### config.mk
export PLATFORM = sky130hd
export DESIGN_NAME = follower_drive_controller
export DESIGN_NICKNAME = d
export VERILOG_FILES = /design/src/design/fdc_pkg.sv /design/src/design/fdc_gap_lane.sv /design/src/design/fdc_merge.sv /design/src/design/follower_drive_controller.sv
export SDC_FILE = /design/constraint.sdc
export NUM_CORES = 2
export LEC_CHECK = 0
export ABC_AREA = 1
export BUFFER_PORTS_ARGS = -buffer_cell sky130_fd_sc_hd__buf_2
export CORE_UTILIZATION = 45
export CTS_CLUSTER_DIAMETER = 40
export DETAILED_ROUTE_END_ITERATION = 12
export SYNTH_ARGS = -nofsm -noshare
export SYNTH_HDL_FRONTEND = slang
export SYNTH_SLANG_ARGS = --single-unit
export TNS_END_PERCENT = 20
### constraint.sdc
create_clock -name clk_i -period 9.05 [get_ports clk_i]
set_input_delay 0.905 -clock clk_i [delete_from_list [all_inputs] [get_ports clk_i]]
set_output_delay 0.905 -clock clk_i [all_outputs]
set_load 0.02 [all_outputs]
### src/design/fdc_pkg.sv
package fdc_pkg;

  localparam int unsigned COORD_BITS_DEF = 11;

  localparam int unsigned SPEED_W = 11;
  localparam int unsigned TURN_W  = 8;
  localparam int unsigned DRIVE_W = 11;

  localparam int unsigned STOP_GAP_W = 10;
  localparam int unsigned DEADZONE_W = 9;
  localparam int unsigned STEP_W     = 4;
  localparam int unsigned SEARCH_W   = 9;

  localparam int unsigned CFG_IDX_W  = 8;
  localparam int unsigned CFG_DATA_W = 10;

  localparam logic [CFG_IDX_W-1:0] REG_STOP_GAP     = 8'd0;
  localparam logic [CFG_IDX_W-1:0] REG_DEADZONE     = 8'd1;
  localparam logic [CFG_IDX_W-1:0] REG_SLEW_STEP    = 8'd2;
  localparam logic [CFG_IDX_W-1:0] REG_SEARCH_DRIVE = 8'd3;

  localparam logic [STOP_GAP_W-1:0] STOP_GAP_RST     = 10'd70;
  localparam logic [DEADZONE_W-1:0] DEADZONE_RST     = 9'd351;
  localparam logic [STEP_W-1:0]     SLEW_STEP_RST    = 4'd4;
  localparam logic [SEARCH_W-1:0]   SEARCH_DRIVE_RST = 9'd300;

  localparam int unsigned GAP_CAP  = 508;
  localparam int unsigned TURN_CAP = 508;

  typedef struct packed {
    logic [STOP_GAP_W-1:0] stop_gap;
    logic [DEADZONE_W-1:0] deadzone;
    logic [STEP_W-1:0]     slew_step;
    logic [SEARCH_W-1:0]   search_drive;
  } cfg_t;

  typedef struct packed {
    logic                      searching;
    logic                      target_near;
    logic signed [DRIVE_W-1:0] right_drive;
    logic signed [DRIVE_W-1:0] left_drive;
  } res_t;

endpackage

### src/design/fdc_gap_lane.sv
module fdc_gap_lane import fdc_pkg::*; #(
  parameter int unsigned COORD_BITS = COORD_BITS_DEF,
  localparam int unsigned ROOT_W = COORD_BITS + 5
) (
  input  logic                         clk_i,
  input  logic                         rst_ni,
  input  logic                         start_i,
  input  logic signed [COORD_BITS-1:0] a_x_i,
  input  logic signed [COORD_BITS-1:0] a_y_i,
  input  logic signed [COORD_BITS-1:0] b_x_i,
  input  logic signed [COORD_BITS-1:0] b_y_i,
  output logic                         done_o,
  output logic [ROOT_W-1:0]            gap_o
);

  localparam int unsigned DIFF_W = COORD_BITS + 1;
  localparam int unsigned SQ_W   = 2 * COORD_BITS;
  localparam int unsigned RAD_W  = 2 * ROOT_W;
  localparam int unsigned REM_W  = ROOT_W + 2;
  localparam int unsigned CNT_W  = $clog2(ROOT_W);

  localparam logic [1:0] L_IDLE = 2'd0;
  localparam logic [1:0] L_SQR  = 2'd1;
  localparam logic [1:0] L_SUM  = 2'd2;
  localparam logic [1:0] L_ROOT = 2'd3;

  logic [1:0]               state_q, state_d;
  logic [CNT_W-1:0]         cnt_q, cnt_d;
  logic                     done_q, done_d;
  logic signed [DIFF_W-1:0] dx_q, dy_q;
  logic [SQ_W-1:0]          sqx_q, sqy_q;
  logic [RAD_W-1:0]         rad_q;
  logic [REM_W-1:0]         rem_q;
  logic [ROOT_W-1:0]        root_q;

  logic signed [2*DIFF_W-1:0] prod_x, prod_y;
  logic [SQ_W:0]              sq_sum;
  logic [REM_W-1:0]           rem_sh, trial;

  assign prod_x = dx_q * dx_q;
  assign prod_y = dy_q * dy_q;
  assign sq_sum = {1'b0, sqx_q} + {1'b0, sqy_q};
  assign rem_sh = {rem_q[REM_W-3:0], rad_q[RAD_W-1 -: 2]};
  assign trial  = {root_q, 2'b01};

  always_comb begin
    state_d = state_q;
    cnt_d   = cnt_q;
    done_d  = 1'b0;
    unique case (state_q)
      L_IDLE: if (start_i) state_d = L_SQR;
      L_SQR:  state_d = L_SUM;
      L_SUM: begin
        state_d = L_ROOT;
        cnt_d   = '0;
      end
      L_ROOT: begin
        cnt_d = cnt_q + 1'b1;
        if (cnt_q == CNT_W'(ROOT_W - 1)) begin
          state_d = L_IDLE;
          done_d  = 1'b1;
        end
      end
      default: state_d = L_IDLE;
    endcase
  end

  always_ff @(posedge clk_i or negedge rst_ni) begin
    if (!rst_ni) begin
      state_q <= L_IDLE;
      cnt_q   <= '0;
      done_q  <= 1'b0;
    end else begin
      state_q <= state_d;
      cnt_q   <= cnt_d;
      done_q  <= done_d;
    end
  end

  always_ff @(posedge clk_i) begin
    if (state_q == L_IDLE && start_i) begin
      dx_q <= DIFF_W'(a_x_i) - DIFF_W'(b_x_i);
      dy_q <= DIFF_W'(a_y_i) - DIFF_W'(b_y_i);
    end
    if (state_q == L_SQR) begin
      sqx_q <= prod_x[SQ_W-1:0];
      sqy_q <= prod_y[SQ_W-1:0];
    end
    if (state_q == L_SUM) begin
      rad_q  <= RAD_W'({sq_sum, 8'd0});
      rem_q  <= '0;
      root_q <= '0;
    end
    if (state_q == L_ROOT) begin
      rad_q <= {rad_q[RAD_W-3:0], 2'b00};
      if (rem_sh >= trial) begin
        rem_q  <= rem_sh - trial;
        root_q <= {root_q[ROOT_W-2:0], 1'b1};
      end else begin
        rem_q  <= rem_sh;
        root_q <= {root_q[ROOT_W-2:0], 1'b0};
      end
    end
  end

  assign done_o = done_q;
  assign gap_o  = root_q;

endmodule

### src/design/fdc_merge.sv
module fdc_merge import fdc_pkg::*; #(
  parameter int unsigned COORD_BITS = COORD_BITS_DEF,
  localparam int unsigned ROOT_W = COORD_BITS + 5
) (
  input  logic                         clk_i,
  input  logic                         rst_ni,
  input  logic                         go_i,
  input  logic                         dots_valid_i,
  input  logic signed [COORD_BITS-1:0] dot1_x_i,
  input  logic [ROOT_W-1:0]            gap0_i,
  input  logic [ROOT_W-1:0]            gap1_i,
  input  cfg_t                         cfg_i,
  input  logic                         out_free_i,
  output logic                         res_valid_o,
  output res_t                         res_o
);

  localparam int unsigned MEAN_W = ROOT_W - 4;
  localparam int unsigned CMP_W  = MEAN_W + STOP_GAP_W;
  localparam int unsigned TGT_W  = 10;
  localparam int unsigned PX_W   = (COORD_BITS > 10) ? COORD_BITS + 1 : 11;
  localparam int unsigned SW_W   = SPEED_W + 2;
  localparam int unsigned TW_W   = TURN_W + 2;

  localparam logic M_IDLE = 1'b0;
  localparam logic M_MIX  = 1'b1;

  logic state_q, state_d;
  logic signed [SPEED_W-1:0] speed_q, speed_d;
  logic signed [TURN_W-1:0]  turn_q, turn_d;

  logic                     near_q, dots_q;
  logic [TGT_W-1:0]         tgt_q;
  logic signed [TURN_W-1:0] tturn_q;

  logic [ROOT_W:0]          gap_sum;
  logic [CMP_W-1:0]         mean_ext, cap;
  logic                     near_a;
  logic [5:0]               tgt6;
  logic [TGT_W-1:0]         tgt_a;
  logic signed [PX_W-1:0]   px, pxc, pxd;
  logic signed [TURN_W-1:0] tturn_a;

  assign gap_sum  = {1'b0, gap0_i} + {1'b0, gap1_i};
  assign mean_ext = CMP_W'(gap_sum[ROOT_W:5]);
  assign near_a   = mean_ext < CMP_W'(cfg_i.stop_gap);
  assign cap      = (mean_ext > CMP_W'(GAP_CAP)) ? CMP_W'(GAP_CAP) : mean_ext;
  assign tgt6     = cap[8:3];
  assign tgt_a    = (tgt6 != '0) ? (TGT_W'(tgt6) + TGT_W'(cfg_i.deadzone)) : '0;

  always_comb begin
    px = PX_W'(dot1_x_i);
    if (px < -$signed(PX_W'(TURN_CAP))) begin
      pxc = -$signed(PX_W'(TURN_CAP));
    end else if (px > $signed(PX_W'(TURN_CAP))) begin
      pxc = $signed(PX_W'(TURN_CAP));
    end else begin
      pxc = px;
    end
    if (pxc < 0) begin
      pxd = (pxc + PX_W'(7)) >>> 3;
    end else begin
      pxd = pxc >>> 3;
    end
    tturn_a = pxd[TURN_W-1:0];
  end

  logic signed [SW_W-1:0] s_cur, s_tgt, s_step, s_dz, s1, s2, s3;
  logic signed [TW_W-1:0] t_cur, t_tgt, t_step, t1, t2;
  logic signed [SPEED_W-1:0] speed_new;
  logic signed [TURN_W-1:0]  turn_new;
  res_t res_d;

  always_comb begin
    s_cur  = SW_W'(speed_q);
    s_tgt  = $signed(SW_W'(tgt_q));
    s_step = $signed(SW_W'(cfg_i.slew_step));
    s_dz   = $signed(SW_W'(cfg_i.deadzone));
    s1 = (s_cur < s_tgt) ? s_cur + s_step : s_cur;
    s2 = (s1 > s_tgt) ? s1 - s_step : s1;
    s3 = (s2 > 0 && s2 < s_dz && tgt_q != '0) ? s_dz : s2;
    speed_new = s3[SPEED_W-1:0];

    t_cur  = TW_W'(turn_q);
    t_tgt  = TW_W'(tturn_q);
    t_step = $signed(TW_W'(cfg_i.slew_step));
    t1 = (t_cur < t_tgt) ? t_cur + t_step : t_cur;
    t2 = (t1 > t_tgt) ? t1 - t_step : t1;
    turn_new = t2[TURN_W-1:0];

    speed_d = speed_q;
    turn_d  = turn_q;
    res_d   = '0;
    if (!dots_q) begin
      res_d.searching = 1'b1;
      if (turn_q <= 0) begin
        res_d.left_drive = DRIVE_W'(cfg_i.search_drive);
      end else begin
        res_d.right_drive = DRIVE_W'(cfg_i.search_drive);
      end
    end else if (near_q) begin
      speed_d           = '0;
      turn_d            = '0;
      res_d.target_near = 1'b1;
    end else begin
      speed_d           = speed_new;
      turn_d            = turn_new;
      res_d.left_drive  = speed_new + DRIVE_W'(turn_new);
      res_d.right_drive = speed_new - DRIVE_W'(turn_new);
    end
  end

  always_comb begin
    state_d     = state_q;
    res_valid_o = 1'b0;
    unique case (state_q)
      M_IDLE: if (go_i) state_d = M_MIX;
      M_MIX: begin
        if (out_free_i) begin
          state_d     = M_IDLE;
          res_valid_o = 1'b1;
        end
      end
      default: state_d = M_IDLE;
    endcase
  end

  assign res_o = res_d;

  always_ff @(posedge clk_i or negedge rst_ni) begin
    if (!rst_ni) begin
      state_q <= M_IDLE;
      speed_q <= '0;
      turn_q  <= '0;
    end else begin
      state_q <= state_d;
      if (res_valid_o) begin
        speed_q <= speed_d;
        turn_q  <= turn_d;
      end
    end
  end

  always_ff @(posedge clk_i) begin
    if (state_q == M_IDLE && go_i) begin
      near_q  <= near_a;
      dots_q  <= dots_valid_i;
      tgt_q   <= tgt_a;
      tturn_q <= tturn_a;
    end
  end

  a_near_stops: assert property (@(posedge clk_i) disable iff (!rst_ni)
    res_valid_o && res_o.target_near |-> res_o.left_drive == '0 && res_o.right_drive == '0)
    else $error("near result with non-zero drive");

  a_flags_excl: assert property (@(posedge clk_i) disable iff (!rst_ni)
    res_valid_o |-> !(res_o.target_near && res_o.searching))
    else $error("near and searching both set");

  a_search_keeps: assert property (@(posedge clk_i) disable iff (!rst_ni)
    res_valid_o && res_o.searching |=> $stable(speed_q) && $stable(turn_q))
    else $error("state changed while searching");

endmodule

### src/design/follower_drive_controller.sv
// Drive controller for a vision follower. Each input transfer carries one frame's
// result: dots_valid in tuser and three signed dot coordinates in tdata. Two lanes
// each measure one neighbouring-dot distance with a bit-serial square root; a merge
// stage averages them, stops the robot when the target is near, otherwise slews speed
// and turn and mixes them into left and right drives, and spins on one side while the
// target is lost. One item is in flight at a time: its coordinate differences are
// registered, squared and summed, then each lane runs COORD_BITS + 5 iterations of
// the square root, and the merge stage loads the result into the output register.
// A new item is taken once the previous result sits in the output register; a
// stalled output holds the merge stage and the input.
// Configuration writes are always ready.
module follower_drive_controller import fdc_pkg::*; #(
  parameter int unsigned COORD_BITS = COORD_BITS_DEF,
  localparam int unsigned IN_TDATA_W = ((6 * COORD_BITS + 7) / 8) * 8,
  localparam int unsigned OUT_TDATA_W = ((2 * DRIVE_W + 7) / 8) * 8
) (
  input  logic                   clk_i,
  input  logic                   rst_ni,
  // dot0_x, dot0_y, dot1_x, dot1_y, dot2_x, dot2_y
  input  logic [IN_TDATA_W-1:0]  s_axis_tdata,
  // dots_valid
  input  logic                   s_axis_tuser,
  input  logic                   s_axis_tvalid,
  output logic                   s_axis_tready,
  // left_drive, right_drive
  output logic [OUT_TDATA_W-1:0] m_axis_tdata,
  // target_near, searching
  output logic [1:0]             m_axis_tuser,
  output logic                   m_axis_tvalid,
  input  logic                   m_axis_tready,
  input  logic                   cfg_valid_i,
  output logic                   cfg_ready_o,
  input  logic [CFG_IDX_W-1:0]   cfg_index_i,
  input  logic [CFG_DATA_W-1:0]  cfg_data_i
);

  localparam int unsigned ROOT_W = COORD_BITS + 5;
  localparam int unsigned CB = COORD_BITS;

  cfg_t cfg_q;
  logic busy_q;
  logic dots_valid_q;
  logic signed [CB-1:0] dot1_x_q;
  logic m_valid_q;
  res_t m_res_q;

  logic s_accept;
  logic out_free;
  logic res_valid;
  res_t res;
  logic [1:0] lane_done;
  logic [ROOT_W-1:0] gap0, gap1;

  logic signed [CB-1:0] d0x, d0y, d1x, d1y, d2x, d2y;

  assign d0x = s_axis_tdata[0*CB +: CB];
  assign d0y = s_axis_tdata[1*CB +: CB];
  assign d1x = s_axis_tdata[2*CB +: CB];
  assign d1y = s_axis_tdata[3*CB +: CB];
  assign d2x = s_axis_tdata[4*CB +: CB];
  assign d2y = s_axis_tdata[5*CB +: CB];

  assign s_axis_tready = !busy_q;
  assign s_accept      = s_axis_tvalid && !busy_q;
  assign out_free      = !m_valid_q || m_axis_tready;
  assign cfg_ready_o   = 1'b1;

  always_ff @(posedge clk_i or negedge rst_ni) begin
    if (!rst_ni) begin
      cfg_q.stop_gap     <= STOP_GAP_RST;
      cfg_q.deadzone     <= DEADZONE_RST;
      cfg_q.slew_step    <= SLEW_STEP_RST;
      cfg_q.search_drive <= SEARCH_DRIVE_RST;
    end else if (cfg_valid_i) begin
      unique case (cfg_index_i)
        REG_STOP_GAP:     cfg_q.stop_gap     <= cfg_data_i;
        REG_DEADZONE:     cfg_q.deadzone     <= cfg_data_i[DEADZONE_W-1:0];
        REG_SLEW_STEP:    cfg_q.slew_step    <= cfg_data_i[STEP_W-1:0];
        REG_SEARCH_DRIVE: cfg_q.search_drive <= cfg_data_i[SEARCH_W-1:0];
        default: ;
      endcase
    end
  end

  always_ff @(posedge clk_i or negedge rst_ni) begin
    if (!rst_ni) begin
      busy_q    <= 1'b0;
      m_valid_q <= 1'b0;
    end else begin
      if (s_accept) begin
        busy_q <= 1'b1;
      end else if (res_valid) begin
        busy_q <= 1'b0;
      end
      if (res_valid) begin
        m_valid_q <= 1'b1;
      end else if (m_axis_tready) begin
        m_valid_q <= 1'b0;
      end
    end
  end

  always_ff @(posedge clk_i) begin
    if (s_accept) begin
      dots_valid_q <= s_axis_tuser;
      dot1_x_q     <= d1x;
    end
    if (res_valid) begin
      m_res_q <= res;
    end
  end

  fdc_gap_lane #(.COORD_BITS(COORD_BITS)) u_lane0 (
    .clk_i   (clk_i),
    .rst_ni  (rst_ni),
    .start_i (s_accept),
    .a_x_i   (d0x),
    .a_y_i   (d0y),
    .b_x_i   (d1x),
    .b_y_i   (d1y),
    .done_o  (lane_done[0]),
    .gap_o   (gap0)
  );

  fdc_gap_lane #(.COORD_BITS(COORD_BITS)) u_lane1 (
    .clk_i   (clk_i),
    .rst_ni  (rst_ni),
    .start_i (s_accept),
    .a_x_i   (d1x),
    .a_y_i   (d1y),
    .b_x_i   (d2x),
    .b_y_i   (d2y),
    .done_o  (lane_done[1]),
    .gap_o   (gap1)
  );

  fdc_merge #(.COORD_BITS(COORD_BITS)) u_merge (
    .clk_i        (clk_i),
    .rst_ni       (rst_ni),
    .go_i         (lane_done[0]),
    .dots_valid_i (dots_valid_q),
    .dot1_x_i     (dot1_x_q),
    .gap0_i       (gap0),
    .gap1_i       (gap1),
    .cfg_i        (cfg_q),
    .out_free_i   (out_free),
    .res_valid_o  (res_valid),
    .res_o        (res)
  );

  assign m_axis_tvalid = m_valid_q;
  assign m_axis_tdata  = OUT_TDATA_W'({m_res_q.right_drive, m_res_q.left_drive});
  assign m_axis_tuser  = {m_res_q.searching, m_res_q.target_near};

  a_lanes_align: assert property (@(posedge clk_i) disable iff (!rst_ni)
    lane_done[0] == lane_done[1])
    else $error("lanes finished out of step");

  a_result_busy: assert property (@(posedge clk_i) disable iff (!rst_ni)
    res_valid |-> busy_q && out_free)
    else $error("result without an item in flight or with output full");

endmodule
# Word-level counts from Yosys, hierarchy flattened

Index checks and enable logic that the tools add are counted.

Divide/modulo/power cells: 0
Mux-type cells: 51
Equality and inequality tests: 15
Bitwise operators: 1
$add $sub $neg: 19
Reduce and logical (&&, ||, !) cells: 25
Magnitude comparators: 14
$mul: 4
Shift operators: 0

Operator list:

| cell                                                                             | number |
|---|---|
| 16-bit two-way mux                                                               | 10 |
| 32-bit two-way mux                                                               | 4 |
| 12-bit by 12-bit multiplier with 22-bit output                                   | 4 |
| 11-bit by 11-bit subtractor with 12-bit output                                   | 4 |
| 22-bit by 22-bit adder with 23-bit output                                        | 2 |
| 22-bit two-way mux                                                               | 2 |
| 18-bit greater-or-equal comparator                                               | 2 |
| 16-bit subtractor                                                                | 2 |
| 9-bit two-way mux                                                                | 3 |
| 13-bit two-way mux                                                               | 2 |
| 12-bit two-way mux                                                               | 2 |
| 8-bit two-way mux                                                                | 3 |
| 11-bit two-way mux                                                               | 2 |
| 16-bit by 16-bit adder with 17-bit output                                        | 1 |
| 8-bit by 2-bit equality test with 1-bit output, second input constant            | 2 |
| 2-bit case mux with 4 select lines                                               | 2 |
| 4-bit case mux with 2 select lines                                               | 2 |
| 1-bit two-way mux                                                                | 14 |
| 2-bit AND reduction                                                              | 7 |
| 13-bit by 1-bit greater-than comparator with 1-bit output, second input constant | 1 |
| 13-bit by 11-bit greater-than comparator with 1-bit output                       | 1 |
| 13-bit by 10-bit < comparator with 1-bit output                                  | 1 |
| 13-bit by 5-bit subtractor with 13-bit output                                    | 1 |
| 11-bit by 5-bit adder with 12-bit output                                         | 1 |
| other kinds (34)                                                                 | 54 |

Latch bits: 0
Flip-flop bits (word level): 371
Output and inout bits: 29
RAM bits: 0
Memories kept: 0
Memory bits (read-only): 0

# Depth between registers and ports, before layout

Depth in word-level cells: 11
Mapped depth: 57
Mapped depth without buffers: 56

# Modules after synthesis

A second synthesis with hierarchy kept.

Cell total of the unflattened synthesis: 5625
Area, all modules: 45090.7 um^2

By module, submodules not included:

| module                    | seq. area each (um^2) | area an instance (um^2) | cells each | instances |
|---|---|---|---|---|
| fdc_gap_lane at u_lane0   | 3838.7                | 17840.9                 | 2191       | 1 |
| fdc_gap_lane at u_lane1   | 3838.7                | 17748.3                 | 2184       | 1 |
| fdc_merge                 | 1101.1                | 6638.9                  | 1013       | 1 |
| follower_drive_controller | 1950.6                | 2862.7                  | 237        | 1 |

# Worst setup path before layout

No wires, ideal clock.

Path type: register to register
Start: register cfg_q[9] (netlist bit)
End: register m_res_q (netlist bit m_axis_tdata[10]), data pin
Period minus slack after synthesis: 6.272 ns
Stages on the path, launching flop included: 48
Arrival time: 6.020 ns
Setup slack: 2.778 ns
Cells stage by stage: dfrtp_1 -> ha_1 -> fa_1 -> nand3_1 -> nand2_1 -> nand2_1 -> xor2_1 -> nand2_1 -> nand2_2 -> inv_1 -> ha_1 -> nand2_1 -> nor2_1 -> nand4_1 -> nor2_1 -> nand2_4 -> nand2_2 -> nor2_4 -> (+12 left out) -> o21ai_0 -> fa_1 -> nand2_1 -> nand2_1 -> a21oi_1 -> nor2_1 -> nor2_1 -> o21ai_0 -> inv_1 -> nor2_1 -> nor2_1 -> nor2_1 -> o21ai_0 -> nand2_1 -> a21oi_1 -> nand3_1 -> nand2_1 -> nor2_1

Cells in the longest elaborated chain, start to end: 11
Elaborated cells on any way between the ends: 18
Classes of those cells: add/sub: 5; order compare: 4; mux: 7; reduce/logical: 2

RTL lines:

| what                                                                                                                                | RTL line                         | source |
|---|---|---|
| start, declared                                                                                                                     | follower_drive_controller.sv:40  | `cfg_t cfg_q;` |
| 11-bit by 5-bit adder with 12-bit output                                                                                            | fdc_merge.sv:79                  | `s1 = (s_cur < s_tgt) ? s_cur + s_step : s_cur;` |
| 13-bit two-way mux                                                                                                                  | fdc_merge.sv:79                  |  |
| 13-bit by 5-bit subtractor with 13-bit output / 13-bit by 11-bit greater-than comparator with 1-bit output (equally long branches)  | fdc_merge.sv:80                  | `s2 = (s1 > s_tgt) ? s1 - s_step : s1;` |
| 13-bit two-way mux                                                                                                                  | fdc_merge.sv:80                  |  |
| 13-bit by 1-bit greater-than comparator with 1-bit output / 13-bit by 10-bit < comparator with 1-bit output (equally long branches) | fdc_merge.sv:81                  | `s3 = (s2 > 0 && s2 < s_dz && tgt_q != '0) ? s_dz : s2;` |
| 1-bit logical AND (2 in a row)                                                                                                      | fdc_merge.sv:81                  |  |
| 11-bit two-way mux                                                                                                                  | fdc_merge.sv:81                  |  |
| 11-bit by 8-bit adder with 11-bit output *                                                                                          | fdc_merge.sv:108                 | `res_d.left_drive = speed_new + DRIVE_W'(turn_new);` |
| 22-bit two-way mux *                                                                                                                | fdc_merge.sv:101                 | `end else if (near_q) begin` |
| 22-bit two-way mux *                                                                                                                | fdc_merge.sv:94                  | `if (!dots_q) begin` |
| end signal, assigned                                                                                                                | follower_drive_controller.sv:109 | `m_res_q <= res;` |
| end, declared                                                                                                                       | follower_drive_controller.sv:45  | `res_t m_res_q;` |

Every way passes the cells marked *; elsewhere a longest branch is shown, timed or not.
A chain may end at the register's enable or synchronous reset.

# Worst setup path in the final report

Start: register cfg_q[9] (netlist bit)
End: register m_res_q (netlist bit m_axis_tdata[21]), data pin

Cells in the longest elaborated chain, start to end: 11
Elaborated cells on any way between the ends: 18
Classes of those cells: add/sub: 5; order compare: 4; mux: 7; reduce/logical: 2

RTL lines:

| what                                                                                                                                | RTL line         | source |
|---|---|---|
| 11-bit by 5-bit adder with 12-bit output                                                                                            | fdc_merge.sv:79  |  |
| 13-bit two-way mux                                                                                                                  | fdc_merge.sv:79  |  |
| 13-bit by 5-bit subtractor with 13-bit output / 13-bit by 11-bit greater-than comparator with 1-bit output (equally long branches)  | fdc_merge.sv:80  |  |
| 13-bit two-way mux                                                                                                                  | fdc_merge.sv:80  |  |
| 13-bit by 1-bit greater-than comparator with 1-bit output / 13-bit by 10-bit < comparator with 1-bit output (equally long branches) | fdc_merge.sv:81  |  |
| 1-bit logical AND (2 in a row)                                                                                                      | fdc_merge.sv:81  |  |
| 11-bit two-way mux                                                                                                                  | fdc_merge.sv:81  |  |
| 11-bit by 8-bit subtractor with 11-bit output *                                                                                     | fdc_merge.sv:109 | `res_d.right_drive = speed_new - DRIVE_W'(turn_new);` |
| 22-bit two-way mux *                                                                                                                | fdc_merge.sv:101 |  |
| 22-bit two-way mux *                                                                                                                | fdc_merge.sv:94  |  |

Marked as above.

==> metrics <==
Die ar.=90700 um2; Die Y=301 um; failing checks=design-rule violations; Slew HR=23.5%; number of H-tree levels=3; setup bufs post-CTS=0; RSZ-0062 raised after global routing=false; row count=109; total grt overflow=0; Avg Vias per Cell=4.88; global-route wire length before repair=142 mm; fin worst setup slack=1.70 ns; clk sinks=367; flops & latches, synth=367; total CTS buffers=66; Post-DP HPWL=67.9 mm; Seq. cell area=10700 um2; DR vias=28300; fill cell count=8353; DRC marker count from the first detailed-route iteration=1402; CTS tree=yes; Fin Clk Skew=0.0309 ns; worst min path class=reg -> reg; io pins=125; Synth Flop Type=edfxtp_1; Net count, final=5587; wire length per cell=14.5 um; most frequent cells in the layout=inv_1, nand2_1, fa_1, ha_1, edfxtp_1; Slew Viols, Final=0; total of max-cap violations=0; CTS Buffer Depth=3; setup violators final=0; synth warn=0; GRT Util Overall=19.5%; Port Buffer Count=115; Core ar.=88500 um2; critical path class=reg -> reg; Worst setup EP type=register; period utilization=81.3%; worst slew pin tran=1.15 ns; Max Fclk=136 MHz; Post-CTS Resized=0; area taken by multi-input logic gates=25100 um2; clock latency on the worst-skew pair=0.62 ns; startpoint types=register; Final ANT Viol Nets=0; Syn Inst Count=4469; crit path max-delay cell type=o21ai_0; mapped cell area=40300 um2; final WL=83.9 mm; Unique masters post-synth=59; Critical Path AT=7.72 ns; asr flop ratio synth=18.3%; Fin. Hold Viols=0; Setup TNS Final=0 ns; CP required=9.41 ns; Die Wd=301 um; most common cell after layout, fill and taps aside=inv_1; maximum number of pins on one net before global-route repair=74; initial core utilization=45.5%; crit-path max FO=17; max incr delay on CP=0.64 ns; pre-CTS setup slack=1.75 ns; number of synthesized flops with an enable pin=300; Synth Area per Inst=9.01 um2; Hold Buf Count CTS=0; Min Clock Period, post-route=7.35 ns; layout cell share with drive strength beyond 1=6.98%; status=complete, but fails checks; clk root buf=clkbuf_16; register area share after synthesis=26.6%; GPL Wtd Cong=0.877; Clk pin slew, worst setup/hold paths=0.06 ns; Area Growth Syn to Fin=10.2%; Residual DRC=28; DR pass1 iterations=9; vias in the first global route=29300; initial antenna violation count=1; final core area utilization=50.1%
-- worst paths after layout --
check                              from               end  slack, ns  depth (start not counted)
hold reg to reg            dots_valid_q    u_merge.dots_q       0.42                          0
setup / recovery               cfg_q[9]  m_axis_tdata[21]       1.70                         46
max in group asynchronous        rst_ni  u_lane1.cnt_q[1]       7.99                          1
min in group asynchronous        rst_ni  u_lane0.cnt_q[2]       0.44                          1
setup reg to reg               cfg_q[9]  m_axis_tdata[21]       1.70                         46
hold / removal             dots_valid_q    u_merge.dots_q       0.42                          0
-- per-stage QoR --
stage | area (um2) | hold WS [ns] | instances
after global placement | 42100 | 0.407 | 5675
after global routing | 44400 | 0.430 | 5795
after CTS | 44400 | 0.424 | 5795
final | 44400 | 0.421 | 5796
after detailed placement | 42100 | 0.409 | 5675
after floorplan | 40300 | 0.400 | 4470
-- Yosys cell counts (all sizes together) (13+ instances only) --
cell	number	area, um2
clkbuf	76	285
inv	1107	4160
or2	26	163
nand2	808	3080
nor2	193	754
o21bai	26	195
ha	446	5580
edfxtp	300	9010
dfstp	15	394
fa	467	9350
o21ai	224	1120
xnor2	79	692
a211oi	13	103
nand4	30	188
nor3	28	155
xor2	145	1270
o22ai	16	100
a21oi	246	1230
nand3	82	493
dfrtp	52	1300
-- critical path, delay by kind of cell, from the launching register on --
kind,cells,cell delay (ns)
XOR/XNOR,2,0.39
AO/OA/AOI/OAI,6,1.47
adder cells (fa/ha/maj),5,1.59
flip-flops,1,0.45
buffers and inverters,6,0.44
AND/OR/NAND/NOR,27,2.72
-- registers in the layout, indices dropped and copies added (netlist names), 16 cells and up --
name	flops
cfg_q	32
u_lane0.rad_q	24
u_lane1.rad_q	24
m_axis_tdata	22
u_lane0.sqx_q	21
u_lane0.sqy_q	21
u_lane1.sqx_q	21
u_lane1.sqy_q	21
u_lane0.gap_o	16
u_lane0.rem_q	16
u_lane1.gap_o	16
u_lane1.rem_q	16
-- area by class of cell --
| class | instances | area share (%) |
|---|---|---|
| repair buffers | 124 | 1.45 |
| inverters | 1112 | 9.40 |
| clock buffers | 78 | 4.04 |
| clock inverters | 42 | 1.21 |
| well taps | 1165 | 3.28 |
| diodes | 1 | 0.00564 |
| multi-input cells | 2907 | 56.5 |
| flip-flops and latches | 367 | 24.1 |
-- logic make-up (layout without fill, tap and decap cells) --
family	after synthesis	in the layout	synth area share, %
fa+ha+maj	913	913	37.1
other cells	2	4	0.0187
flops	367	367	26.6
xor+xnor	224	224	4.87
buf+inv	1196	1356	11.2
compound gates	574	574	7.78
simple gates	1193	1193	12.4
-- metal layers --
layer / GRT usage (%) / share of wire (%)
met3: 2.32 / 3.8
met5: 0 / 0
met2: 32.9 / 47
met1: 26.4 / 47
met4: 5.46 / 2.5
Power is left out: the tool's default activity adds up to more than one toggle a clock period on the data nets, which glitch-free logic cannot reach.
